`src/design/ddmc_pkg.sv`:
```
// ----------------------------------------------------------------------------
// ddmc_pkg: shared types and constants of the motion controller
// Opcodes, motion modes, command and result records, config registers and
// the fixed-point constants of the heading arithmetic.
// ----------------------------------------------------------------------------
package ddmc_pkg;

   // input opcodes
   localparam logic [3:0] OP_TICK       = 4'd0;
   localparam logic [3:0] OP_FORWARD    = 4'd1;
   localparam logic [3:0] OP_BACKWARD   = 4'd2;
   localparam logic [3:0] OP_TURN_TO    = 4'd3;
   localparam logic [3:0] OP_TURN_LEFT  = 4'd4;
   localparam logic [3:0] OP_TURN_RIGHT = 4'd5;
   localparam logic [3:0] OP_STOP       = 4'd6;
   localparam logic [3:0] OP_ABORT      = 4'd7;
   localparam logic [3:0] OP_CLEAR      = 4'd8;

   // configuration register indexes
   localparam logic [1:0] CSR_DRIFT_THRESHOLD = 2'd0;
   localparam logic [1:0] CSR_ACCEPT_ANGLE    = 2'd1;

   localparam logic [11:0] DRIFT_THRESHOLD_RESET = 12'd200;
   localparam logic [10:0] ACCEPT_ANGLE_RESET    = 11'd50;

   // angles in tenths of a degree; MAX_TURN_DEG in whole degrees
   localparam logic [12:0] FULL_TURN   = 13'd3600;
   localparam logic [12:0] DOUBLE_TURN = 13'd7200;
   localparam logic [12:0] HALF_TURN   = 13'd1800;
   localparam logic [8:0]  MAX_TURN_DEG = 9'd360;

   localparam logic [21:0] TIMER_MAX    = 22'h3FFFFF;
   localparam logic [21:0] MS_PER_TENTH = 22'd100;

   // amount + bias is a non-negative value congruent to amount mod 360
   localparam logic [16:0] DEG_WRAP_BIAS = 17'd65520;
   // floor(u / 360) = (u * DEG_RECIP) >> DEG_SHIFT for u < 2^17
   localparam logic [33:0] DEG_RECIP = 34'd93207;
   localparam int          DEG_SHIFT = 25;
   // floor(r / 10) = (r * TENTH_RECIP) >> TENTH_SHIFT for r < 2^12
   localparam logic [23:0] TENTH_RECIP = 24'd3277;
   localparam int          TENTH_SHIFT = 15;

   localparam int CMD_QUEUE_DEPTH = 4;
   localparam int RSP_QUEUE_DEPTH = 2;

   typedef enum logic [2:0] {
      MODE_IDLE  = 3'd0,
      MODE_FWD   = 3'd1,
      MODE_BACK  = 3'd2,
      MODE_LEFT  = 3'd3,
      MODE_RIGHT = 3'd4
   } mode_type;

   typedef enum logic [2:0] {
      CMD_TICK,
      CMD_FWD,
      CMD_BACK,
      CMD_TURN,
      CMD_STOP,
      CMD_ABORT,
      CMD_CLEAR,
      CMD_NOP
   } kind_type;

   typedef struct packed {
      kind_type    kind;
      logic [11:0] target;
      logic [21:0] duration_ms;
      logic [11:0] heading;
      logic        obstacle;
      logic [9:0]  elapsed_ms;
   } cmd_type;

   typedef struct packed {
      logic [2:0] motor_mode;
      logic [3:0] left_speed;
      logic [3:0] right_speed;
      logic       busy_res;
      logic       done_res;
      logic       success;
      logic       error_flag;
      logic       obstacle_stop;
   } result_type;

   typedef struct packed {
      logic [11:0] drift_threshold;
      logic [10:0] accept_angle;
   } cfg_type;

endpackage

```
`src/design/ddmc_fifo.sv`:
```
// ----------------------------------------------------------------------------
// ddmc_fifo: small register queue
// Holds records between the front and back halves and ahead of the result
// port. Head entry is presented combinationally.
// ----------------------------------------------------------------------------
module ddmc_fifo #(
   parameter int DEPTH = 4,
   parameter int WIDTH = 8
) (
   input  logic             clock,
   input  logic             reset,
   input  logic             wr_en,
   input  logic [WIDTH-1:0] wr_data,
   input  logic             rd_en,
   output logic [WIDTH-1:0] rd_data,
   output logic             empty,
   output logic             full
);

   localparam int PTR_W = $clog2(DEPTH);
   localparam int CNT_W = $clog2(DEPTH + 1);

   logic [WIDTH-1:0] mem_ff [DEPTH];
   logic [PTR_W-1:0] wr_ptr_ff, wr_ptr_in;
   logic [PTR_W-1:0] rd_ptr_ff, rd_ptr_in;
   logic [CNT_W-1:0] count_ff, count_in;

   always_comb begin
      wr_ptr_in = wr_ptr_ff;
      rd_ptr_in = rd_ptr_ff;
      count_in  = count_ff;
      if (wr_en) begin
         wr_ptr_in = (wr_ptr_ff == PTR_W'(DEPTH - 1)) ? '0 : wr_ptr_ff + 1'b1;
      end
      if (rd_en) begin
         rd_ptr_in = (rd_ptr_ff == PTR_W'(DEPTH - 1)) ? '0 : rd_ptr_ff + 1'b1;
      end
      if (wr_en && !rd_en) begin
         count_in = count_ff + 1'b1;
      end else if (rd_en && !wr_en) begin
         count_in = count_ff - 1'b1;
      end
   end

   always_ff @(posedge clock) begin
      if (reset) begin
         wr_ptr_ff <= '0;
         rd_ptr_ff <= '0;
         count_ff  <= '0;
      end else begin
         wr_ptr_ff <= wr_ptr_in;
         rd_ptr_ff <= rd_ptr_in;
         count_ff  <= count_in;
      end
   end

   always_ff @(posedge clock) begin
      if (wr_en) begin
         mem_ff[wr_ptr_ff] <= wr_data;
      end
   end

   assign rd_data = mem_ff[rd_ptr_ff];
   assign empty   = (count_ff == '0);
   assign full    = (count_ff == CNT_W'(DEPTH));

   // writer must respect the occupancy it was given
   a_no_overflow: assert property (@(posedge clock) disable iff (reset)
      (wr_en && !rd_en) |-> (count_ff != CNT_W'(DEPTH)))
      else $error("ddmc_fifo: write into a full queue");

   a_no_underflow: assert property (@(posedge clock) disable iff (reset)
      rd_en |-> (count_ff != '0))
      else $error("ddmc_fifo: read from an empty queue");

endmodule

```
`src/design/ddmc_front.sv`:
```
// ----------------------------------------------------------------------------
// ddmc_front: command intake and classification
// Takes request items, derives move duration and turn target heading over
// two register stages, and issues commands toward the back half.
// ----------------------------------------------------------------------------
module ddmc_front (
   input  logic                  clock,
   input  logic                  reset,
   input  logic                  req_push,
   output logic                  req_full,
   input  logic [3:0]            req_opcode,
   input  logic signed [15:0]    req_amount,
   input  logic [11:0]           req_heading,
   input  logic                  req_obstacle,
   input  logic [9:0]            req_elapsed_ms,
   input  logic                  cmd_pop,
   output logic                  cmd_valid,
   output ddmc_pkg::cmd_type     cmd
);
   import ddmc_pkg::*;

   localparam int OCC_W = $clog2(CMD_QUEUE_DEPTH + 1);

   logic             accept;
   logic [OCC_W-1:0] occ_ff, occ_in;

   // stage 1
   logic        f1_valid_ff;
   logic [3:0]  f1_op_ff;
   logic [16:0] f1_wrap_ff, wrap_in;
   logic [11:0] f1_rel_ff, rel_in;
   logic [21:0] f1_dur_ff, dur_in;
   logic [11:0] f1_heading_ff;
   logic        f1_obstacle_ff;
   logic [9:0]  f1_elapsed_ff;

   // stage 2
   logic        f2_valid_ff;
   logic [3:0]  f2_op_ff;
   logic [16:0] f2_wrap_ff;
   logic [33:0] f2_prod_to_ff;
   logic [23:0] f2_prod_rel_ff;
   logic [21:0] f2_dur_ff;
   logic [11:0] f2_heading_ff;
   logic        f2_obstacle_ff;
   logic [9:0]  f2_elapsed_ff;

   logic [8:0]  turn_deg;
   logic [11:0] turn_tenths;
   logic [12:0] left_sum;
   logic signed [13:0] right_diff;
   logic [8:0]  q_to;
   logic [19:0] target_to_wide;
   logic [8:0]  q_rel;
   logic [11:0] target_rel;

   assign accept   = req_push && !req_full;
   assign req_full = (occ_ff == OCC_W'(CMD_QUEUE_DEPTH));

   // count items between intake and back-half pickup
   always_comb begin
      occ_in = occ_ff;
      if (accept && !cmd_pop) begin
         occ_in = occ_ff + 1'b1;
      end else if (cmd_pop && !accept) begin
         occ_in = occ_ff - 1'b1;
      end
   end

   // stage 1 arithmetic: clamp, relative turn target, wrap bias, duration
   always_comb begin
      priority if (req_amount > 16'sd360) begin
         turn_deg = MAX_TURN_DEG;
      end else if (req_amount < 16'sd0) begin
         turn_deg = '0;
      end else begin
         turn_deg = req_amount[8:0];
      end
      turn_tenths = {turn_deg, 3'b000} + {2'b00, turn_deg, 1'b0};

      left_sum   = {1'b0, req_heading} + {1'b0, turn_tenths};
      right_diff = $signed({2'b00, req_heading}) - $signed({2'b00, turn_tenths});

      if (req_opcode == OP_TURN_LEFT) begin
         priority if (left_sum >= DOUBLE_TURN) begin
            rel_in = 12'(left_sum - DOUBLE_TURN);
         end else if (left_sum >= FULL_TURN) begin
            rel_in = 12'(left_sum - FULL_TURN);
         end else begin
            rel_in = left_sum[11:0];
         end
      end else begin
         priority if (right_diff < 14'sd0) begin
            rel_in = 12'(right_diff + $signed({1'b0, FULL_TURN}));
         end else if (right_diff >= $signed({1'b0, FULL_TURN})) begin
            rel_in = 12'(right_diff - $signed({1'b0, FULL_TURN}));
         end else begin
            rel_in = right_diff[11:0];
         end
      end

      wrap_in = 17'($signed(req_amount)) + DEG_WRAP_BIAS;
      dur_in  = req_amount[15] ? '0 : 22'(req_amount[14:0]) * MS_PER_TENTH;
   end

   always_ff @(posedge clock) begin
      if (reset) begin
         occ_ff      <= '0;
         f1_valid_ff <= 1'b0;
         f2_valid_ff <= 1'b0;
      end else begin
         occ_ff      <= occ_in;
         f1_valid_ff <= accept;
         f2_valid_ff <= f1_valid_ff;
      end
   end

   always_ff @(posedge clock) begin
      f1_op_ff       <= req_opcode;
      f1_wrap_ff     <= wrap_in;
      f1_rel_ff      <= rel_in;
      f1_dur_ff      <= dur_in;
      f1_heading_ff  <= req_heading;
      f1_obstacle_ff <= req_obstacle;
      f1_elapsed_ff  <= req_elapsed_ms;

      f2_op_ff       <= f1_op_ff;
      f2_wrap_ff     <= f1_wrap_ff;
      f2_prod_to_ff  <= 34'(f1_wrap_ff) * DEG_RECIP;
      f2_prod_rel_ff <= 24'(f1_rel_ff) * TENTH_RECIP;
      f2_dur_ff      <= f1_dur_ff;
      f2_heading_ff  <= f1_heading_ff;
      f2_obstacle_ff <= f1_obstacle_ff;
      f2_elapsed_ff  <= f1_elapsed_ff;
   end

   // stage 2: finish reciprocal divisions and classify
   always_comb begin
      q_to           = f2_prod_to_ff[DEG_SHIFT +: 9];
      target_to_wide = 20'(f2_wrap_ff) * 20'd10 - 20'(q_to) * 20'(FULL_TURN);
      q_rel          = f2_prod_rel_ff[TENTH_SHIFT +: 9];
      target_rel     = 12'(q_rel) * 12'd10;

      cmd.target      = (f2_op_ff == OP_TURN_TO) ? target_to_wide[11:0] : target_rel;
      cmd.duration_ms = f2_dur_ff;
      cmd.heading     = f2_heading_ff;
      cmd.obstacle    = f2_obstacle_ff;
      cmd.elapsed_ms  = f2_elapsed_ff;

      unique case (f2_op_ff)
         OP_TICK:       cmd.kind = CMD_TICK;
         OP_FORWARD:    cmd.kind = CMD_FWD;
         OP_BACKWARD:   cmd.kind = CMD_BACK;
         OP_TURN_TO:    cmd.kind = CMD_TURN;
         OP_TURN_LEFT:  cmd.kind = CMD_TURN;
         OP_TURN_RIGHT: cmd.kind = CMD_TURN;
         OP_STOP:       cmd.kind = CMD_STOP;
         OP_ABORT:      cmd.kind = CMD_ABORT;
         OP_CLEAR:      cmd.kind = CMD_CLEAR;
         default:       cmd.kind = CMD_NOP;
      endcase
   end

   assign cmd_valid = f2_valid_ff;

   a_occ_bounded: assert property (@(posedge clock) disable iff (reset)
      occ_ff <= OCC_W'(CMD_QUEUE_DEPTH))
      else $error("ddmc_front: occupancy above queue depth");

endmodule

```
`src/design/ddmc_back.sv`:
```
// ----------------------------------------------------------------------------
// ddmc_back: motion execution
// Applies one command per cycle to the motion state while the result queue has room:
// timer, obstacle and timeout checks, drift trim, turn completion; produces one result each.
// ----------------------------------------------------------------------------
module ddmc_back #(
   parameter int SPEED_LEVELS = 8
) (
   input  logic                 clock,
   input  logic                 reset,
   input  ddmc_pkg::cfg_type    cfg,
   input  logic                 cmd_empty,
   input  ddmc_pkg::cmd_type    cmd,
   output logic                 cmd_pop,
   input  logic                 rsp_full,
   output logic                 rsp_push,
   output ddmc_pkg::result_type rsp
);
   import ddmc_pkg::*;

   localparam logic [3:0] LEVEL_TOP = 4'(SPEED_LEVELS);

   mode_type    mode_ff, mode_in;
   logic        err_ff, err_in;
   logic [11:0] ref_ff, ref_in;
   logic [11:0] tgt_ff, tgt_in;
   logic [21:0] dur_ff, dur_in;
   logic [21:0] timer_ff, timer_in;
   logic [3:0]  left_ff, left_in;
   logic [3:0]  right_ff, right_in;

   logic        fire;
   logic        moving;
   logic        turning;
   logic [22:0] timer_sum;
   logic [21:0] timer_run;
   logic signed [12:0] drift;
   logic signed [12:0] thr;
   logic        steer_right;
   logic        steer_left;
   logic        tick_obst;
   logic        tick_err;
   logic        new_aligned;
   logic        cur_aligned;
   logic signed [12:0] new_diff;
   logic        new_left;
   logic        done;
   logic        succ;

   function automatic logic within_accept(logic [11:0] target, logic [11:0] heading,
                                          logic [10:0] acc);
      logic signed [12:0] diff;
      logic [12:0]        mag;
      diff = $signed({1'b0, target}) - $signed({1'b0, heading});
      mag  = diff[12] ? 13'(-diff) : 13'(diff);
      return (mag <= {2'b00, acc}) || (mag >= FULL_TURN - {2'b00, acc});
   endfunction

   assign fire    = !cmd_empty && !rsp_full;
   assign cmd_pop = fire;
   assign rsp_push = fire;

   // shared condition logic
   always_comb begin
      moving    = (mode_ff == MODE_FWD) || (mode_ff == MODE_BACK);
      turning   = (mode_ff == MODE_LEFT) || (mode_ff == MODE_RIGHT);
      timer_sum = {1'b0, timer_ff} + 23'(cmd.elapsed_ms);
      timer_run = timer_sum[22] ? TIMER_MAX : timer_sum[21:0];
      if (!moving) begin
         timer_run = timer_ff;
      end

      drift = $signed({1'b0, ref_ff}) - $signed({1'b0, cmd.heading});
      thr   = $signed({1'b0, cfg.drift_threshold});
      steer_right = (drift > thr && mode_ff == MODE_FWD) ||
                    (drift < -thr && mode_ff == MODE_BACK);
      steer_left  = (drift > thr && mode_ff == MODE_BACK) ||
                    (drift < -thr && mode_ff == MODE_FWD);

      tick_obst = (mode_ff == MODE_FWD) && cmd.obstacle;
      tick_err  = err_ff || tick_obst;

      cur_aligned = within_accept(tgt_ff, cmd.heading, cfg.accept_angle);
      new_aligned = within_accept(cmd.target, cmd.heading, cfg.accept_angle);
      new_diff    = $signed({1'b0, cmd.target}) - $signed({1'b0, cmd.heading});
      new_left    = (new_diff < 13'sd0 && new_diff > -$signed(HALF_TURN)) ||
                    (new_diff > $signed(HALF_TURN));
   end

   // next state
   always_comb begin
      mode_in  = mode_ff;
      err_in   = err_ff;
      ref_in   = ref_ff;
      tgt_in   = tgt_ff;
      dur_in   = dur_ff;
      timer_in = timer_run;
      left_in  = left_ff;
      right_in = right_ff;
      done     = 1'b0;
      succ     = 1'b0;

      unique case (cmd.kind)
         CMD_TICK: begin
            if (moving) begin
               err_in = tick_err;
               if (tick_err || timer_run >= dur_ff) begin
                  mode_in = MODE_IDLE;
                  done    = 1'b1;
                  succ    = !tick_err;
               end else if (steer_right) begin
                  if (right_ff >= LEVEL_TOP) begin
                     if (left_ff != '0) left_in = left_ff - 1'b1;
                  end else begin
                     right_in = right_ff + 1'b1;
                  end
               end else if (steer_left) begin
                  if (left_ff >= LEVEL_TOP) begin
                     if (right_ff != '0) right_in = right_ff - 1'b1;
                  end else begin
                     left_in = left_ff + 1'b1;
                  end
               end
            end else if (turning) begin
               if (err_ff || cur_aligned) begin
                  mode_in = MODE_IDLE;
                  done    = 1'b1;
                  succ    = !err_ff;
               end
            end
         end
         CMD_FWD, CMD_BACK: begin
            mode_in  = (cmd.kind == CMD_FWD) ? MODE_FWD : MODE_BACK;
            err_in   = 1'b0;
            ref_in   = cmd.heading;
            dur_in   = cmd.duration_ms;
            timer_in = '0;
         end
         CMD_TURN: begin
            err_in = 1'b0;
            tgt_in = cmd.target;
            if (new_aligned) begin
               mode_in = MODE_IDLE;
               done    = 1'b1;
               succ    = 1'b1;
            end else begin
               mode_in = new_left ? MODE_LEFT : MODE_RIGHT;
            end
         end
         CMD_STOP: begin
            done    = (mode_ff != MODE_IDLE);
            succ    = (mode_ff != MODE_IDLE) && !err_ff;
            mode_in = MODE_IDLE;
         end
         CMD_ABORT: err_in = 1'b1;
         CMD_CLEAR: err_in = 1'b0;
         CMD_NOP: ;
         default: ;
      endcase
   end

   // result record
   always_comb begin
      rsp.motor_mode    = mode_in;
      rsp.busy_res      = (mode_in != MODE_IDLE);
      rsp.left_speed    = rsp.busy_res ? left_in : '0;
      rsp.right_speed   = rsp.busy_res ? right_in : '0;
      rsp.done_res      = done;
      rsp.success       = succ;
      rsp.error_flag    = err_in;
      rsp.obstacle_stop = (cmd.kind == CMD_TICK) && tick_obst;
   end

   always_ff @(posedge clock) begin
      if (reset) begin
         mode_ff  <= MODE_IDLE;
         err_ff   <= 1'b0;
         ref_ff   <= '0;
         tgt_ff   <= '0;
         dur_ff   <= '0;
         timer_ff <= '0;
         left_ff  <= LEVEL_TOP;
         right_ff <= LEVEL_TOP;
      end else if (fire) begin
         mode_ff  <= mode_in;
         err_ff   <= err_in;
         ref_ff   <= ref_in;
         tgt_ff   <= tgt_in;
         dur_ff   <= dur_in;
         timer_ff <= timer_in;
         left_ff  <= left_in;
         right_ff <= right_in;
      end
   end

   a_success_needs_done: assert property (@(posedge clock) disable iff (reset)
      (rsp_push && rsp.success) |-> rsp.done_res)
      else $error("ddmc_back: success without done");

   a_done_leaves_idle: assert property (@(posedge clock) disable iff (reset)
      (rsp_push && rsp.done_res) |=> (mode_ff == MODE_IDLE))
      else $error("ddmc_back: motion still running after done");

   a_move_starts: assert property (@(posedge clock) disable iff (reset)
      (fire && cmd.kind == CMD_FWD) |=> (mode_ff == MODE_FWD && timer_ff == '0))
      else $error("ddmc_back: forward move did not start");

endmodule

```
`src/design/differential_drive_motion_controller.sv`:
```
// ----------------------------------------------------------------------------
// differential_drive_motion_controller: two-stepper motion sequencer
// Front half classifies commands and computes turn targets, back half runs
// the motion state; queues decouple intake, execution and result delivery.
// ----------------------------------------------------------------------------
// Path: a request passes the two front stages and the command queue; the back
//   half writes the result queue at the edge it executes, and the result shows
//   on the rsp_ ports from the head of that queue.
// Throughput: one request and one result per cycle while req_full is low and rsp_pop
//   is high; the front carries up to four requests in flight, the result queue holds two.
// Reset: synchronous; clears motion state and queues, loads speed levels with
//   SPEED_LEVELS, drift threshold 200 and accept angle 50.
// ----------------------------------------------------------------------------
module differential_drive_motion_controller #(
   parameter int SPEED_LEVELS = 8
) (
   input  logic                clock,
   input  logic                reset,

   // request queue side
   input  logic                req_push,
   output logic                req_full,
   input  logic [3:0]          req_opcode,
   input  logic signed [15:0]  req_amount,
   input  logic [11:0]         req_heading,
   input  logic                req_obstacle,
   input  logic [9:0]          req_elapsed_ms,

   // result queue side
   output logic                rsp_empty,
   input  logic                rsp_pop,
   output logic [2:0]          rsp_motor_mode,
   output logic [3:0]          rsp_left_speed,
   output logic [3:0]          rsp_right_speed,
   output logic                rsp_busy_res,
   output logic                rsp_done_res,
   output logic                rsp_success,
   output logic                rsp_error_flag,
   output logic                rsp_obstacle_stop,

   // configuration writes
   input  logic                csr_valid,
   output logic                csr_ready,
   input  logic [1:0]          csr_index,
   input  logic [11:0]         csr_wdata
);
   import ddmc_pkg::*;

   localparam int CMD_W = $bits(cmd_type);
   localparam int RSP_W = $bits(result_type);

   cfg_type    cfg_ff, cfg_in;

   logic       front_valid;
   cmd_type    front_cmd;
   logic       cmd_pop;
   logic       cmd_empty;
   logic       cmd_full;
   logic [CMD_W-1:0] cmd_bits;
   cmd_type    cmd_head;

   logic       rsp_push;
   logic       rsp_full;
   result_type back_rsp;
   logic [RSP_W-1:0] rsp_bits;
   result_type rsp_head;

   // The user must make config writes land only while idle; the block does not enforce it.
   assign csr_ready = 1'b1;

   always_comb begin
      cfg_in = cfg_ff;
      if (csr_valid && csr_ready) begin
         unique case (csr_index)
            CSR_DRIFT_THRESHOLD: cfg_in.drift_threshold = csr_wdata;
            CSR_ACCEPT_ANGLE:    cfg_in.accept_angle    = csr_wdata[10:0];
            default: ;   // drop writes outside the register list
         endcase
      end
   end

   always_ff @(posedge clock) begin
      if (reset) begin
         cfg_ff.drift_threshold <= DRIFT_THRESHOLD_RESET;
         cfg_ff.accept_angle    <= ACCEPT_ANGLE_RESET;
      end else begin
         cfg_ff <= cfg_in;
      end
   end

   // Front: intake, duration and target arithmetic, classification.
   // Its occupancy count covers the command queue, so the queue never
   // overflows and cmd_full stays unused as a stall.
   ddmc_front u_front (
      .clock          (clock),
      .reset          (reset),
      .req_push       (req_push),
      .req_full       (req_full),
      .req_opcode     (req_opcode),
      .req_amount     (req_amount),
      .req_heading    (req_heading),
      .req_obstacle   (req_obstacle),
      .req_elapsed_ms (req_elapsed_ms),
      .cmd_pop        (cmd_pop),
      .cmd_valid      (front_valid),
      .cmd            (front_cmd)
   );

   ddmc_fifo #(
      .DEPTH (CMD_QUEUE_DEPTH),
      .WIDTH (CMD_W)
   ) u_cmd_queue (
      .clock   (clock),
      .reset   (reset),
      .wr_en   (front_valid),
      .wr_data (front_cmd),
      .rd_en   (cmd_pop),
      .rd_data (cmd_bits),
      .empty   (cmd_empty),
      .full    (cmd_full)
   );

   assign cmd_head = cmd_type'(cmd_bits);

   // Back: one command per cycle whenever a command is queued and the result queue has room.
   ddmc_back #(
      .SPEED_LEVELS (SPEED_LEVELS)
   ) u_back (
      .clock     (clock),
      .reset     (reset),
      .cfg       (cfg_ff),
      .cmd_empty (cmd_empty),
      .cmd       (cmd_head),
      .cmd_pop   (cmd_pop),
      .rsp_full  (rsp_full),
      .rsp_push  (rsp_push),
      .rsp       (back_rsp)
   );

   // Result queue parts execution from the consumer: hold results while
   // rsp_pop is low, advance on each transfer.
   ddmc_fifo #(
      .DEPTH (RSP_QUEUE_DEPTH),
      .WIDTH (RSP_W)
   ) u_rsp_queue (
      .clock   (clock),
      .reset   (reset),
      .wr_en   (rsp_push),
      .wr_data (back_rsp),
      .rd_en   (rsp_pop && !rsp_empty),
      .rd_data (rsp_bits),
      .empty   (rsp_empty),
      .full    (rsp_full)
   );

   assign rsp_head          = result_type'(rsp_bits);
   assign rsp_motor_mode    = rsp_head.motor_mode;
   assign rsp_left_speed    = rsp_head.left_speed;
   assign rsp_right_speed   = rsp_head.right_speed;
   assign rsp_busy_res      = rsp_head.busy_res;
   assign rsp_done_res      = rsp_head.done_res;
   assign rsp_success       = rsp_head.success;
   assign rsp_error_flag    = rsp_head.error_flag;
   assign rsp_obstacle_stop = rsp_head.obstacle_stop;

   // the front's credit count must keep the command queue from filling past
   // what it promised
   a_cmd_queue_credit: assert property (@(posedge clock) disable iff (reset)
      (cmd_full && !cmd_pop) |-> !front_valid)
      else $error("top: command queue full while front issues");

endmodule

```
`config.mk`:
```
export PLATFORM = sky130hd
export DESIGN_NAME = differential_drive_motion_controller
export DESIGN_NICKNAME = d
export VERILOG_FILES = /design/src/design/ddmc_pkg.sv /design/src/design/ddmc_fifo.sv /design/src/design/ddmc_front.sv /design/src/design/ddmc_back.sv /design/src/design/differential_drive_motion_controller.sv
export SDC_FILE = /design/constraint.sdc
export NUM_CORES = 1
export LEC_CHECK = 0
export BUFFER_PORTS_ARGS = -buffer_cell sky130_fd_sc_hd__buf_4
export CORE_MARGIN = 8
export CORE_UTILIZATION = 50
export DETAILED_ROUTE_END_ITERATION = 16
export PLACE_DENSITY = 0.75
export SLEW_MARGIN = 20
export SYNTH_ARGS = -nofsm -noshare
export SYNTH_HDL_FRONTEND = slang
export SYNTH_SLANG_ARGS = --single-unit
```
`constraint.sdc`:
```
create_clock -name clock -period 8.9 [get_ports clock]
set_input_delay 1.78 -clock clock [delete_from_list [all_inputs] [get_ports clock]]
set_output_delay 1.78 -clock clock [all_outputs]
set_load 0.01 [all_outputs]
```
* Yosys cells after proc, flatten, opt, wreduce, memory -nomap -nowiden *
Memories as Yosys holds them, arrays and structs flattened. A register that Yosys moved wholly into a read port is not among the register bits.
Index checks and enable logic that the tools add are counted.
Widths: inputs -> output; s select.

storage, ports and cells
  register bits = 321
  memory bits (writable) = 272
  ROM bits = 48
  output and inout port bits = 19
  logic and storage cells = 234
  memories kept = 3

memories
  name                depth  bits a word  rd ports  clocked after memory_dff  wr ports  RTL line           RTL
  u_cmd_queue.mem_ff  4      60           1         1                         1         ddmc_fifo.sv:23    logic [WIDTH-1:0] mem_ff [DEPTH];
  (no name shown)     16     3            1         1                         0         ddmc_front.sv:150  unique case (f2_op_ff)
  u_rsp_queue.mem_ff  2      16           1         1                         1         ddmc_fifo.sv:23

operators by class
  $add $sub $neg = 31
  multiply operators = 6
  order comparisons = 18
  equality and inequality tests = 17
  muxes and demuxes = 70
  reductions and logical operators = 54

operator list
  cell                    number
  $mux 12                 6
  $mux 4                  18
  $mux 22                 3
  $sub 12x12->13          4
  $mul 17x17->34 const B  1
  $mux 3                  10
  $ge 13x13->1            2
  $ge 13x13->1 const B    2
  $gt 13x12->1 const B    2
  $le 13x11->1            2
  $lt 13x1->1 const B     2
  $mux 13                 2
  $neg 13->13             2
  $mul 12x12->24 const B  1
  $sub 12x12->12 const B  2
  $add 22x10->23          1
  $ge 22x22->1            1
  $mul 15x5->20 const B   1
  $mux 1                  18
  $mux 9                  2
  $add 17x16->17 const B  1
  $logic_and 1x1->1       17
  $mul 17x3->11 const B   1
  $gt 16x10->1 const B    1
  41 further kinds        94

* Longest topological paths before layout *
Gate-level depths: netlist (run 1).

  depth in word-level cells = 12
  gate-level depth with buffers = 32
  gate-level depth less buffers = 31

* Modules after synthesis *
From an unflattened synthesis (run 1), not the netlist that was laid out.

unflattened totals
  cells, all modules = 3400
  area, all modules = 36592.6 µm²

by module, submodules not included
  module                                times used  cells each  area each (µm²)  sequential area each (µm²)
  ddmc_front                            1           1581        15628.7          3163.0
  ddmc_back                             1           1289        9429.0           1601.5
  ddmc_fifo (u_cmd_queue)               1           358         9163.8           7387.1
  ddmc_fifo (u_rsp_queue)               1           72          1361.3           1061.0
  differential_drive_motion_controller  1           100         1009.7           460.4

* Worst setup path after synthesis (run 1) *
No wires, ideal clock.

  path kind = register -> register
  from = register (tool-made name)
  to = memory u_rsp_queue.mem_ff[0][10] (netlist name), data pin
  setup time = 0.197 ns
  arrival time = 7.199 ns
  slack = 1.504 ns
  cell stages (with the launch flop) = 30
  buffers on the path = 5
  clock period less this slack = 7.396 ns
  cell sequence = dfxtp_1 buf_4 clkbuf_1 buf_1 buf_1 mux4_2 ha_1 fa_1 a21o_1 a21oi_1 nor2_1 o31a_1 o21ai_0 a21boi_1 nand2_1 clkbuf_1 nand3_1 o21a_1 ha_1 nand4_1 nor2_1 nand3_1 nor4_1 or4_1 a211oi_1 nand2_1 a2111oi_0 a2111o_1 nor3_4 nor4_1

RTL lines
  what              RTL line
  end: declaration  ddmc_fifo.sv:23

==> flow_summary.ini, run 1 <==
[run_status]
outcome = complete, no violations

[worst_setup_path]
regToRegEndpoint = u_rsp_queue.mem_ff[0][10]$_DFFE_PP_
r2r_cells = 25
worst-endpoint-arrival_ns = 7.84
critical_path_class = register to register
critPathSlowestCell = sky130_fd_sc_hd__dfxtp_4
worstSetupEndpointType = register
cp.required_ns = 9.26
reg_to_reg_setup_timing_slack_ns = 1.42
timing.critical_path.slowest_cell_delay_ns = 0.80
critPathMaxFanout = 34
worstSetupStartpointType = register

[clock_tree]
post_cts.resized_instances = 0
max-clock-path-buffers = 3
clock_tree_from_tritoncts = built
clk_pin_slew_ns = 0.07
cts.root.buffer_cell = sky130_fd_sc_hd__clkbuf_16
postCtsSetupRepairBufs = 0
htreeDepth = 2
cts.hold.buffers_added = 0
worst_skew_pair.late_latency_ns = 0.60
tritoncts_num_sinks = 532
numCtsBuffers = 51

[logic_synthesis]
syn-num-nets = 4038
synth_edf_count = 260
synth-seq-area-share = 0.375
ffs_latches_synth = 532
netlist_area_um2 = 35300
synth_flop_cell = sky130_fd_sc_hd__dfxtp_1
synth_top_cell_area_share = 0.221
synth-xor-area-share = 0.0448
postSynthAreaPerCell_um2 = 10.6
synth.distinct_cells = 83
muxShareOfSynthArea = 0.0522
post_synth_and_or_nand_nor_area_fraction = 0.0998
synth_largest_area_cell = sky130_fd_sc_hd__edfxtp_1
synth_compound_gate_area_share = 0.113
synth_area_leaders = sky130_fd_sc_hd__edfxtp_1 (22%), sky130_fd_sc_hd__ha_1 (18%), sky130_fd_sc_hd__dfxtp_1 (15%), sky130_fd_sc_hd__fa_1 (8.4%), sky130_fd_sc_hd__inv_1 (4.4%)
ys_async_sr_fraction = 0
synth_adder_area_share = 0.262
netlist_instances = 3326
synth.yosys.warnings = 0
combinational_family_with_the_most_area_after_synthesis = adder cells

[hold_path]
min_path_type = register to register
worstHoldPathCells = 0
worstHoldEndpoint = u_front.f2_elapsed_ff[3]$_DFF_P_
holdCritStartpoint = u_front.f1_elapsed_ff[3]$_DFF_P_

[timing]
final.period_utilization = 0.840
max_clock_freq_mhz = 134
totalNegativeSetupSlack_ns = 0
hold_violations = 0
timing.final.setup_violations = 0
maxSlewHeadroom = 0.399
setup_repair_after_global_routing_missed_its_margin = no
finalClockSkew_ns = 0.0267
post-route-min-period_ns = 7.48
report.final.slew_viol_count = 0
tightestPinTransition_ns = 0.901

[flow_run]
cap_violations = 0

[finish]
layout_common_cells = sky130_fd_sc_hd__ha_1 (502), sky130_fd_sc_hd__inv_1 (416), sky130_fd_sc_hd__dfxtp_1 (270), sky130_fd_sc_hd__edfxtp_1 (260), sky130_fd_sc_hd__a21oi_1 (216)
layout.cells.most_common = sky130_fd_sc_hd__ha_1
design.final.nets = 4110
fillCellCount = 5897
register_area_um2 = 13300
multi_input_combinational_cell_area_um2 = 20300
flow.area_growth_from_synthesis_pct = 9.61
fraction_of_final_layout_cells_sized_beyond_drive_strength_1 = 0.0927

[detailed_routing]
final_antenna_net_count = 0
route.detailed.drc = 0
firstDrtPassIters = 5
wl_mm = 74.9
drt_iter0_drc = 1607
via_count = 24000
viasPerCell = 5.48
routedWlPerCell_um = 17.1

[die]
fp.dieW_um = 282
io-pin-count = 81
core_area_um2 = 70000
rows = 97
fp.dieH_um = 282
floorplan.initialDensity = 0.505
floorplan.die_area_um2 = 79500

[grt]
grt_antenna_before_repair = 9
grtUsageTotal = 0.187
grt_overflow = 0
grt_pass1_vias = 23900
grt_start_max_net_pins = 61
grt_pass1_wl_mm = 122

[place]
dp.final_hpwl_mm = 57.1
io_buffer_count = 79
globalplace.congestion = 0.885
metal layers:
| metal | wire length, um | up-vias | GRT usage | share of wire |
|---|---|---|---|---|
| met3 | 3570 | 95 | 0.0218 | 0.048 |
| met4 | 1610 | 0 | 0.0490 | 0.021 |
| li1 | - | 11900 | - | - |
| met5 | 0 | - | 0 | 0 |
| met1 | 34600 | 11500 | 0.254 | 0.46 |
| met2 | 35100 | 517 | 0.316 | 0.47 |
worst max-delay path, delay by kind of cell (launching register included):
kind,cells,cell delay [ns]
AOI/OAI and AO/OA,9,2.50
adders and majority gates,3,0.92
muxes,1,0.55
DFF,1,0.80
buffers and inverters,1,0.35
and+or+nand+nor,11,2.14
registers in the layout (all words and copies together) (netlist names), 11 cells and up, named ones only:
| signal | count |
|---|---|
| u_rsp_queue.mem_ff | 32 |
| u_cmd_queue.mem_ff | 228 |
| u_front.f2_dur_ff | 20 |
| u_front.f2_wrap_ff | 11 |
| u_front.f1_wrap_ff | 17 |
| u_front.f1_dur_ff | 20 |
| u_front.f1_rel_ff | 12 |
| u_back.timer_ff | 22 |
| u_back.dur_ff | 20 |
| u_back.ref_ff | 12 |
| u_front.f2_heading_ff | 11 |
| cfg_ff | 23 |
| u_front.f1_heading_ff | 11 |
| u_back.tgt_ff | 11 |
cells in the mapped netlist (7+ instances only):
cell type	count
sky130_fd_sc_hd__a2111oi_0	11
sky130_fd_sc_hd__a211oi_1	19
sky130_fd_sc_hd__a21o_1	54
sky130_fd_sc_hd__a21oi_1	217
sky130_fd_sc_hd__a22oi_1	17
sky130_fd_sc_hd__a31oi_1	25
sky130_fd_sc_hd__and2_1	22
sky130_fd_sc_hd__and3_1	24
sky130_fd_sc_hd__and4_1	7
sky130_fd_sc_hd__buf_1	7
sky130_fd_sc_hd__clkbuf_1	73
sky130_fd_sc_hd__dfxtp_1	272
sky130_fd_sc_hd__edfxtp_1	260
sky130_fd_sc_hd__fa_1	148
sky130_fd_sc_hd__ha_1	502
sky130_fd_sc_hd__inv_1	416
sky130_fd_sc_hd__mux2_2	27
sky130_fd_sc_hd__mux2i_1	28
sky130_fd_sc_hd__mux4_2	56
sky130_fd_sc_hd__nand2_1	211
sky130_fd_sc_hd__nand2b_1	28
sky130_fd_sc_hd__nand3_1	39
sky130_fd_sc_hd__nand4_1	30
sky130_fd_sc_hd__nor2_1	200
sky130_fd_sc_hd__nor2b_1	38
sky130_fd_sc_hd__nor3_1	44
sky130_fd_sc_hd__nor3b_1	9
sky130_fd_sc_hd__nor4_1	19
sky130_fd_sc_hd__o211ai_1	18
sky130_fd_sc_hd__o21a_1	34
sky130_fd_sc_hd__o21ai_0	100
sky130_fd_sc_hd__o21bai_1	26
sky130_fd_sc_hd__o311ai_0	7
sky130_fd_sc_hd__o31a_1	7
sky130_fd_sc_hd__o31ai_1	12
sky130_fd_sc_hd__or2_2	15
sky130_fd_sc_hd__or3_1	15
sky130_fd_sc_hd__or4_1	7
sky130_fd_sc_hd__xnor2_1	124
sky130_fd_sc_hd__xor2_1	57
stage by stage:
step	instances	instance area [um^2]	hold WS (ns)	utilization	setup slack [ns]
after floorplan	3326	35300	0.310	-	1.50
after global placement	4285	37000	0.310	0.529	1.10
after detailed placement	4285	37000	0.312	0.529	1.07
after CTS	4381	38700	0.326	0.553	1.39
after global routing	4383	38700	0.332	0.553	0.758
final	4383	38700	0.325	0.553	1.42
cells by family after synthesis:
family / count (synthesis)
xor gates and xnor gates: 181
other: 1
muxes: 111
DFF: 532
adders and majority gates: 650
AOI/OAI and AO/OA: 624
and+or+nand+nor: 728
buffers and inverters: 499
area by class of cell:
class | count | share of cell area
clock buffer | 64 | 0.0363
tap | 940 | 0.0304
multi-input combinational | 2295 | 0.523
sequential | 532 | 0.342
antenna | 2 | 0.000129
timing repair buffer | 102 | 0.0201
inverter | 416 | 0.0403
clock inverter | 32 | 0.00736
how the worst max path moves through the flow:
stage,start,endpoint,slack [ns],cells after the start
detailed placement,req_amount[7],u_front.f1_rel_ff[6]$_DFF_P_,1.07,33
CTS,register,u_rsp_queue.mem_ff[0][10]$_DFFE_PP_,1.39,26
floorplan,register,u_rsp_queue.mem_ff[0][10]$_DFFE_PP_,1.50,29
global placement,req_amount[7],u_front.f1_rel_ff[5]$_DFF_P_,1.10,33
global route,register,u_rsp_queue.mem_ff[0][10]$_DFFE_PP_,0.76,26
finish,register,u_rsp_queue.mem_ff[0][10]$_DFFE_PP_,1.42,25
Power of run 1 is left out: the tool's default activity adds up to more than one toggle a clock period on the data nets, which glitch-free logic cannot reach.
==> inputs of run 2 (changes only) <==
==> constraint.sdc (replaced) <==
create_clock -name clock -period 6.9 [get_ports clock]
set_input_delay 1.38 -clock clock [delete_from_list [all_inputs] [get_ports clock]]
set_output_delay 1.38 -clock clock [all_outputs]
set_load 0.01 [all_outputs]
==> run 2 against run 1 <==
Critical path depth decreased by 2. Non-clock buffer count increased by 78. Via count increased by 1.7%. Setup slack worse by 1.0 ns. Sequential cell count is the same. First-iteration DRC count shrank 7.3%. Wire length grew 2.1%. Die area is the same. Global-route usage increased by 0.40 points. Critical path type unchanged. Largest cell class unchanged.
==> flow_summary.ini, run 2 (synthesis gave the netlist of run 1 again) <==
[worst_setup_path]
critPathMaxFanout = 15
worstSetupEndpointType = register
critical_path_class = register to register
reg_to_reg_setup_timing_slack_ns = 0.40
r2r_cells = 23
regToRegEndpoint = u_rsp_queue.mem_ff[0][10]$_DFFE_PP_
worst-endpoint-arrival_ns = 6.90
worstSetupStartpointType = register
cp.required_ns = 7.30

[finish]
largest_reg_flops = 228
design.final.nets = 4189
fraction_of_final_layout_cells_sized_beyond_drive_strength_1 = 0.118
reg.largest.list = u_cmd_queue.mem_ff x228, u_rsp_queue.mem_ff x32, cfg_ff x23
flow.area_growth_from_synthesis_pct = 11.8
final_cell_area_um2 = 39500
layout_common_cells = sky130_fd_sc_hd__ha_1 (502), sky130_fd_sc_hd__inv_1 (415), sky130_fd_sc_hd__dfxtp_1 (270), sky130_fd_sc_hd__edfxtp_1 (260), sky130_fd_sc_hd__a21oi_1 (215)
registers.top_by_ff_count = u_cmd_queue.mem_ff
layout.cells.most_common = sky130_fd_sc_hd__ha_1

[clock_tree]
htreeDepth = 2
max-clock-path-buffers = 3
cts.root.buffer_cell = sky130_fd_sc_hd__clkbuf_16
clock_tree_from_tritoncts = built
worst_skew_pair.late_latency_ns = 0.59
numCtsBuffers = 52
tritoncts_num_sinks = 532
clk_pin_slew_ns = 0.07

[die]
fp.dieW_um = 282
floorplan.die_area_um2 = 79500
io-pin-count = 81
floorplan.initialDensity = 0.505
core_area_um2 = 70000
fp.dieH_um = 282
rows = 97

[timing]
hold_violations = 0
maxSlewHeadroom = 0.240
tightestPinTransition_ns = 1.14
finalClockSkew_ns = 0.0120
post-route-min-period_ns = 6.50
final.period_utilization = 0.941
timing.final.setup_violations = 0
report.final.slew_viol_count = 0
setup_repair_after_global_routing_missed_its_margin = no
max_clock_freq_mhz = 154

[run_status]
outcome = complete, no violations

[grt]
grt_antenna_before_repair = 5
grtUsageTotal = 0.191
grt_pass1_wl_mm = 124
grt_pass1_vias = 24000
grt_overflow = 0
grt_start_max_net_pins = 68

[detailed_routing]
route.detailed.drc = 0
firstDrtPassIters = 6
viasPerCell = 5.47
routedWlPerCell_um = 17.1
wl_mm = 76.5
via_count = 24400
final_antenna_net_count = 0
drt_iter0_drc = 1489

[hold_path]
worstHoldPathCells = 0
worstHoldEndpoint = u_front.f2_heading_ff[10]$_DFF_P_
min_path_type = register to register
holdCritStartpoint = u_front.f1_heading_ff[10]$_DFF_P_

[place]
globalplace.congestion = 0.888
dp.final_hpwl_mm = 59.1
placed_area_um2 = 37500
io_buffer_count = 79

[flow_run]
cap_violations = 0
-- run 2: changes by cell type in the layout (fill, tap and decap cells not counted), sizes merged --
cell | before | now
buf | 102 | 180
clkbuf | 64 | 65
clkinvlp | 4 | 5
diode | 2 | 1
-- run 2: per-layer routing --
metal,global-route usage,part of all wire,vias to the layer above
li1,-,-,12000
met3,0.0259,0.047,106
met1,0.258,0.46,11700
met5,0,0,-
met2,0.321,0.47,538
met4,0.0512,0.023,0
-- run 2: cell type report --
class	instances	area, um^2
inverters	416	1560
repair buffers	180	1400
diodes	1	2.50
well taps	940	1180
clock inverters	33	319
flip-flops and latches	532	13300
fillers	5830	30500
clock buffers	65	1470
multi-input cells	2295	20300
-- run 2: how the worst max path moves through the flow --
stage	startpoint	endpoint	slack (ns)
2_1_floorplan	register	u_rsp_queue.mem_ff[0][10]$_DFFE_PP_	0.07
3_3_place_gp	req_amount[4]	u_front.f1_rel_ff[8]$_DFF_P_	-0.008
3_5_place_dp	req_amount[4]	u_front.f1_rel_ff[10]$_DFF_P_	-0.1
4_1_cts	register	u_rsp_queue.mem_ff[1][10]$_DFFE_PP_	0.12
5_1_grt	register	u_rsp_queue.mem_ff[0][8]$_DFFE_PP_	0.02
6_report	register	u_rsp_queue.mem_ff[0][10]$_DFFE_PP_	0.40
-- run 2: per-stage QoR --
step,util,TNS [ns],cells,worst slack (ns),hold slack (ns)
finish,0.564,0,4462,0.405,0.318
CTS,0.562,0,4447,0.119,0.321
floorplan,-,0,3326,0.0680,0.310
global route,0.564,0,4461,0.0237,0.324
detailed placement,0.536,-0.276,4349,-0.0960,0.312
global placement,0.536,-0.00827,4349,-0.00827,0.313
-- run 2: repair_timing --
item	in CTS	in global routing
buffers inserted	0	14
endpoints found under the setup margin	0	35
hold buffers	0	0
gates resized for setup	0	15
-- run 2: critical path: stages, from the launching register on --
cell and delay, ns:
sky130_fd_sc_hd__dfxtp_4 0.44, sky130_fd_sc_hd__buf_12 0.19, sky130_fd_sc_hd__mux4_2 0.57, sky130_fd_sc_hd__buf_4 0.18
sky130_fd_sc_hd__fa_1 0.49, sky130_fd_sc_hd__nand2b_1 0.23, sky130_fd_sc_hd__a21oi_1 0.18, sky130_fd_sc_hd__o21a_1 0.20
sky130_fd_sc_hd__a31oi_1 0.14, sky130_fd_sc_hd__o21ai_0 0.19, sky130_fd_sc_hd__buf_4 0.20, sky130_fd_sc_hd__mux2i_1 0.35
sky130_fd_sc_hd__ha_1 0.29, sky130_fd_sc_hd__a21o_1 0.16, sky130_fd_sc_hd__a21o_1 0.17, sky130_fd_sc_hd__a211oi_1 0.23
sky130_fd_sc_hd__o21bai_1 0.10, sky130_fd_sc_hd__a2111oi_0 0.43, sky130_fd_sc_hd__o21ai_1 0.29, sky130_fd_sc_hd__o41ai_1 0.43
sky130_fd_sc_hd__a211o_1 0.30, sky130_fd_sc_hd__nor3_4 0.08, sky130_fd_sc_hd__buf_12 0.15, sky130_fd_sc_hd__nor4_2 0.28
Power of run 2 is left out for the same reason.
==> inputs of run 3 (changes only) <==
--- a/config.mk
+++ b/config.mk
@@ -7,9 +7,9 @@
 export LEC_CHECK = 0
 export BUFFER_PORTS_ARGS = -buffer_cell sky130_fd_sc_hd__buf_4
 export CORE_MARGIN = 8
-export CORE_UTILIZATION = 50
+export CORE_UTILIZATION = 36
 export DETAILED_ROUTE_END_ITERATION = 16
-export PLACE_DENSITY = 0.75
+export PLACE_DENSITY = 0.6
 export SLEW_MARGIN = 20
 export SYNTH_ARGS = -nofsm -noshare
 export SYNTH_HDL_FRONTEND = slang
==> run 3 against run 2 <==
First-iteration DRC count down 1.1%. Setup slack better by 0.0019 ns. Critical path depth increased by 1. Wire length up 4.2%. Fmax barely moved. Worst hold slack got worse by 0.00056 ns. Highest routed layer unchanged.
==> flow_summary.ini, run 3 (synthesis gave the netlist of run 1 again) <==
[timing]
final.period_utilization = 0.941
report.final.slew_viol_count = 0
hold_violations = 0
maxSlewHeadroom = 0.398
timing.final.setup_violations = 0
tightestPinTransition_ns = 0.904
post-route-min-period_ns = 6.49
max_clock_freq_mhz = 154
finalClockSkew_ns = 0.0284

[hold_path]
holdCritStartpoint = u_front.f1_heading_ff[9]$_DFF_P_
worstHoldPathCells = 0
worstHoldEndpoint = u_front.f2_heading_ff[9]$_DFF_P_
min_path_type = register to register

[detailed_routing]
drt_iter0_drc = 1473
final_antenna_net_count = 0
routedWlPerCell_um = 16.5
route.detailed.drc = 0
routed-wl-met3_mm = 2.76
wl_met2_mm = 36.6
via_count = 23900
detail_route.wirelength.met1_mm = 38.6
routed.top_layer = met4
firstDrtPassIters = 5
viasPerCell = 4.96
wl_mm = 79.7

[finish]
reg.largest.list = u_cmd_queue.mem_ff x228, u_rsp_queue.mem_ff x32, cfg_ff x23
largest_reg_flops = 228
layout.cells.most_common = sky130_fd_sc_hd__ha_1
layout_common_cells = sky130_fd_sc_hd__ha_1 (502), sky130_fd_sc_hd__inv_1 (415), sky130_fd_sc_hd__dfxtp_1 (270), sky130_fd_sc_hd__edfxtp_1 (260), sky130_fd_sc_hd__a21oi_1 (213)
registers.top_by_ff_count = u_cmd_queue.mem_ff
flow.area_growth_from_synthesis_pct = 13.2
fraction_of_final_layout_cells_sized_beyond_drive_strength_1 = 0.119
fillCellCount = 9502
final_cell_area_um2 = 40000
design.final.nets = 4205

[grt]
grt_pass1_wl_mm = 129
grt_start_max_net_pins = 71
grt_antenna_before_repair = 4
grtUsageTotal = 0.146
grt_overflow = 0
grt_pass1_vias = 24400

[clock_tree]
clock_tree_from_tritoncts = built
worst_skew_pair.late_latency_ns = 0.61
htreeDepth = 2
clk_pin_slew_ns = 0.06
cts.root.buffer_cell = sky130_fd_sc_hd__clkbuf_16
numCtsBuffers = 55
max-clock-path-buffers = 3
tritoncts_num_sinks = 532

[worst_setup_path]
critical_path_class = register to register
r2r_cells = 24
cp.required_ns = 7.25
critPathMaxFanout = 8
regToRegEndpoint = u_rsp_queue.mem_ff[0][8]$_DFFE_PP_
worstSetupStartpointType = register
reg_to_reg_setup_timing_slack_ns = 0.41
worst-endpoint-arrival_ns = 6.84
worstSetupEndpointType = register

[place]
io_buffer_count = 79
dp.final_hpwl_mm = 61.8
placed_area_um2 = 38100
globalplace.congestion = 0.856

[die]
floorplan.die_area_um2 = 108000
io-pin-count = 81
rows = 115
fp.dieH_um = 329
fp.dieW_um = 329
floorplan.initialDensity = 0.361
core_area_um2 = 97800

[run_status]
outcome = complete, no violations

[flow_run]
cap_violations = 0
[run 3: cell count changes in the layout (fill, tap and decap cells not counted), sizes merged]
| cell | previous run | this run |
|---|---|---|
| buf | 180 | 193 |
| bufinv | 4 | 1 |
| clkbuf | 65 | 78 |
| clkinv | 18 | 15 |
| diode | 1 | 2 |
| inv | 422 | 421 |
[run 3: worst max-delay path by stage]
| stage | start | to | slack [ns] | cells past startpoint |
|---|---|---|---|---|
| after floorplan | register | u_rsp_queue.mem_ff[0][10]$_DFFE_PP_ | 0.07 | 29 |
| after global placement | req_amount[4] | u_front.f1_rel_ff[10]$_DFF_P_ | -0.22 | 35 |
| after detailed placement | req_amount[4] | u_front.f1_rel_ff[10]$_DFF_P_ | -0.28 | 35 |
| after CTS | register | u_rsp_queue.mem_ff[1][10]$_DFFE_PP_ | 0.15 | 27 |
| after global routing | req_amount[4] | u_front.f1_rel_ff[8]$_DFF_P_ | -0.01 | 35 |
| final | register | u_rsp_queue.mem_ff[0][8]$_DFFE_PP_ | 0.41 | 24 |
[run 3: worst max-delay path, stage by stage (launching register included)]
cell and delay (ns):
sky130_fd_sc_hd__dfxtp_4 0.42, sky130_fd_sc_hd__buf_12 0.16, sky130_fd_sc_hd__mux4_2 0.63, sky130_fd_sc_hd__inv_2 0.16, sky130_fd_sc_hd__ha_1 0.24, sky130_fd_sc_hd__nor2b_1 0.13, sky130_fd_sc_hd__o21ai_0 0.19, sky130_fd_sc_hd__a21boi_0 0.15
sky130_fd_sc_hd__o21ai_1 0.19, sky130_fd_sc_hd__a21boi_0 0.19, sky130_fd_sc_hd__o21ai_0 0.22, sky130_fd_sc_hd__nand2b_1 0.11, sky130_fd_sc_hd__a21o_1 0.18, sky130_fd_sc_hd__a21oi_1 0.27, sky130_fd_sc_hd__o21ai_0 0.17, sky130_fd_sc_hd__xor2_1 0.29
sky130_fd_sc_hd__ha_1 0.30, sky130_fd_sc_hd__a21oi_1 0.16, sky130_fd_sc_hd__o22ai_1 0.12, sky130_fd_sc_hd__or2_2 0.28, sky130_fd_sc_hd__o32a_1 0.39, sky130_fd_sc_hd__or2_2 0.32, sky130_fd_sc_hd__or4b_2 0.63, sky130_fd_sc_hd__o21ai_0 0.19
sky130_fd_sc_hd__a21oi_1 0.10
[run 3: what timing repair did]
action	in CTS	in global routing
endpoints found under the setup margin	0	27
hold endpoints to repair	0	0
gates resized for setup	0	19
hold buffers	0	0
buffers inserted	0	5
[run 3: per-layer routing]
metal / track usage / vias to the layer above
li1: - / 12000
met5: 0 / -
met2: 0.243 / 374
met3: 0.0196 / 88
met4: 0.0338 / 0
met1: 0.201 / 11400
[run 3: layout make-up]
cell class                 count  area (um^2)  area share
sequential                   532        13300       0.331
tap                         1287         1610      0.0403
inverter                     416         1560      0.0390
multi-input combinational   2295        20300       0.508
clock buffer                  78         1540      0.0384
clock inverter                26          193     0.00482
antenna                        2         5.00    0.000125
timing repair buffer         193         1500      0.0375
[run 3: through the flow]
step | utilization | instances | setup WS, ns | TNS, ns | hold slack, ns
2_1_floorplan | - | 3326 | 0.0680 | 0 | 0.310
3_3_place_gp | 0.390 | 4718 | -0.223 | -1.04 | 0.312
3_5_place_dp | 0.390 | 4718 | -0.277 | -1.51 | 0.312
4_1_cts | 0.408 | 4822 | 0.150 | 0 | 0.322
5_1_grt | 0.409 | 4829 | -0.0130 | -0.0198 | 0.324
6_report | 0.409 | 4829 | 0.406 | 0 | 0.318
Power of run 3 is left out for the same reason.
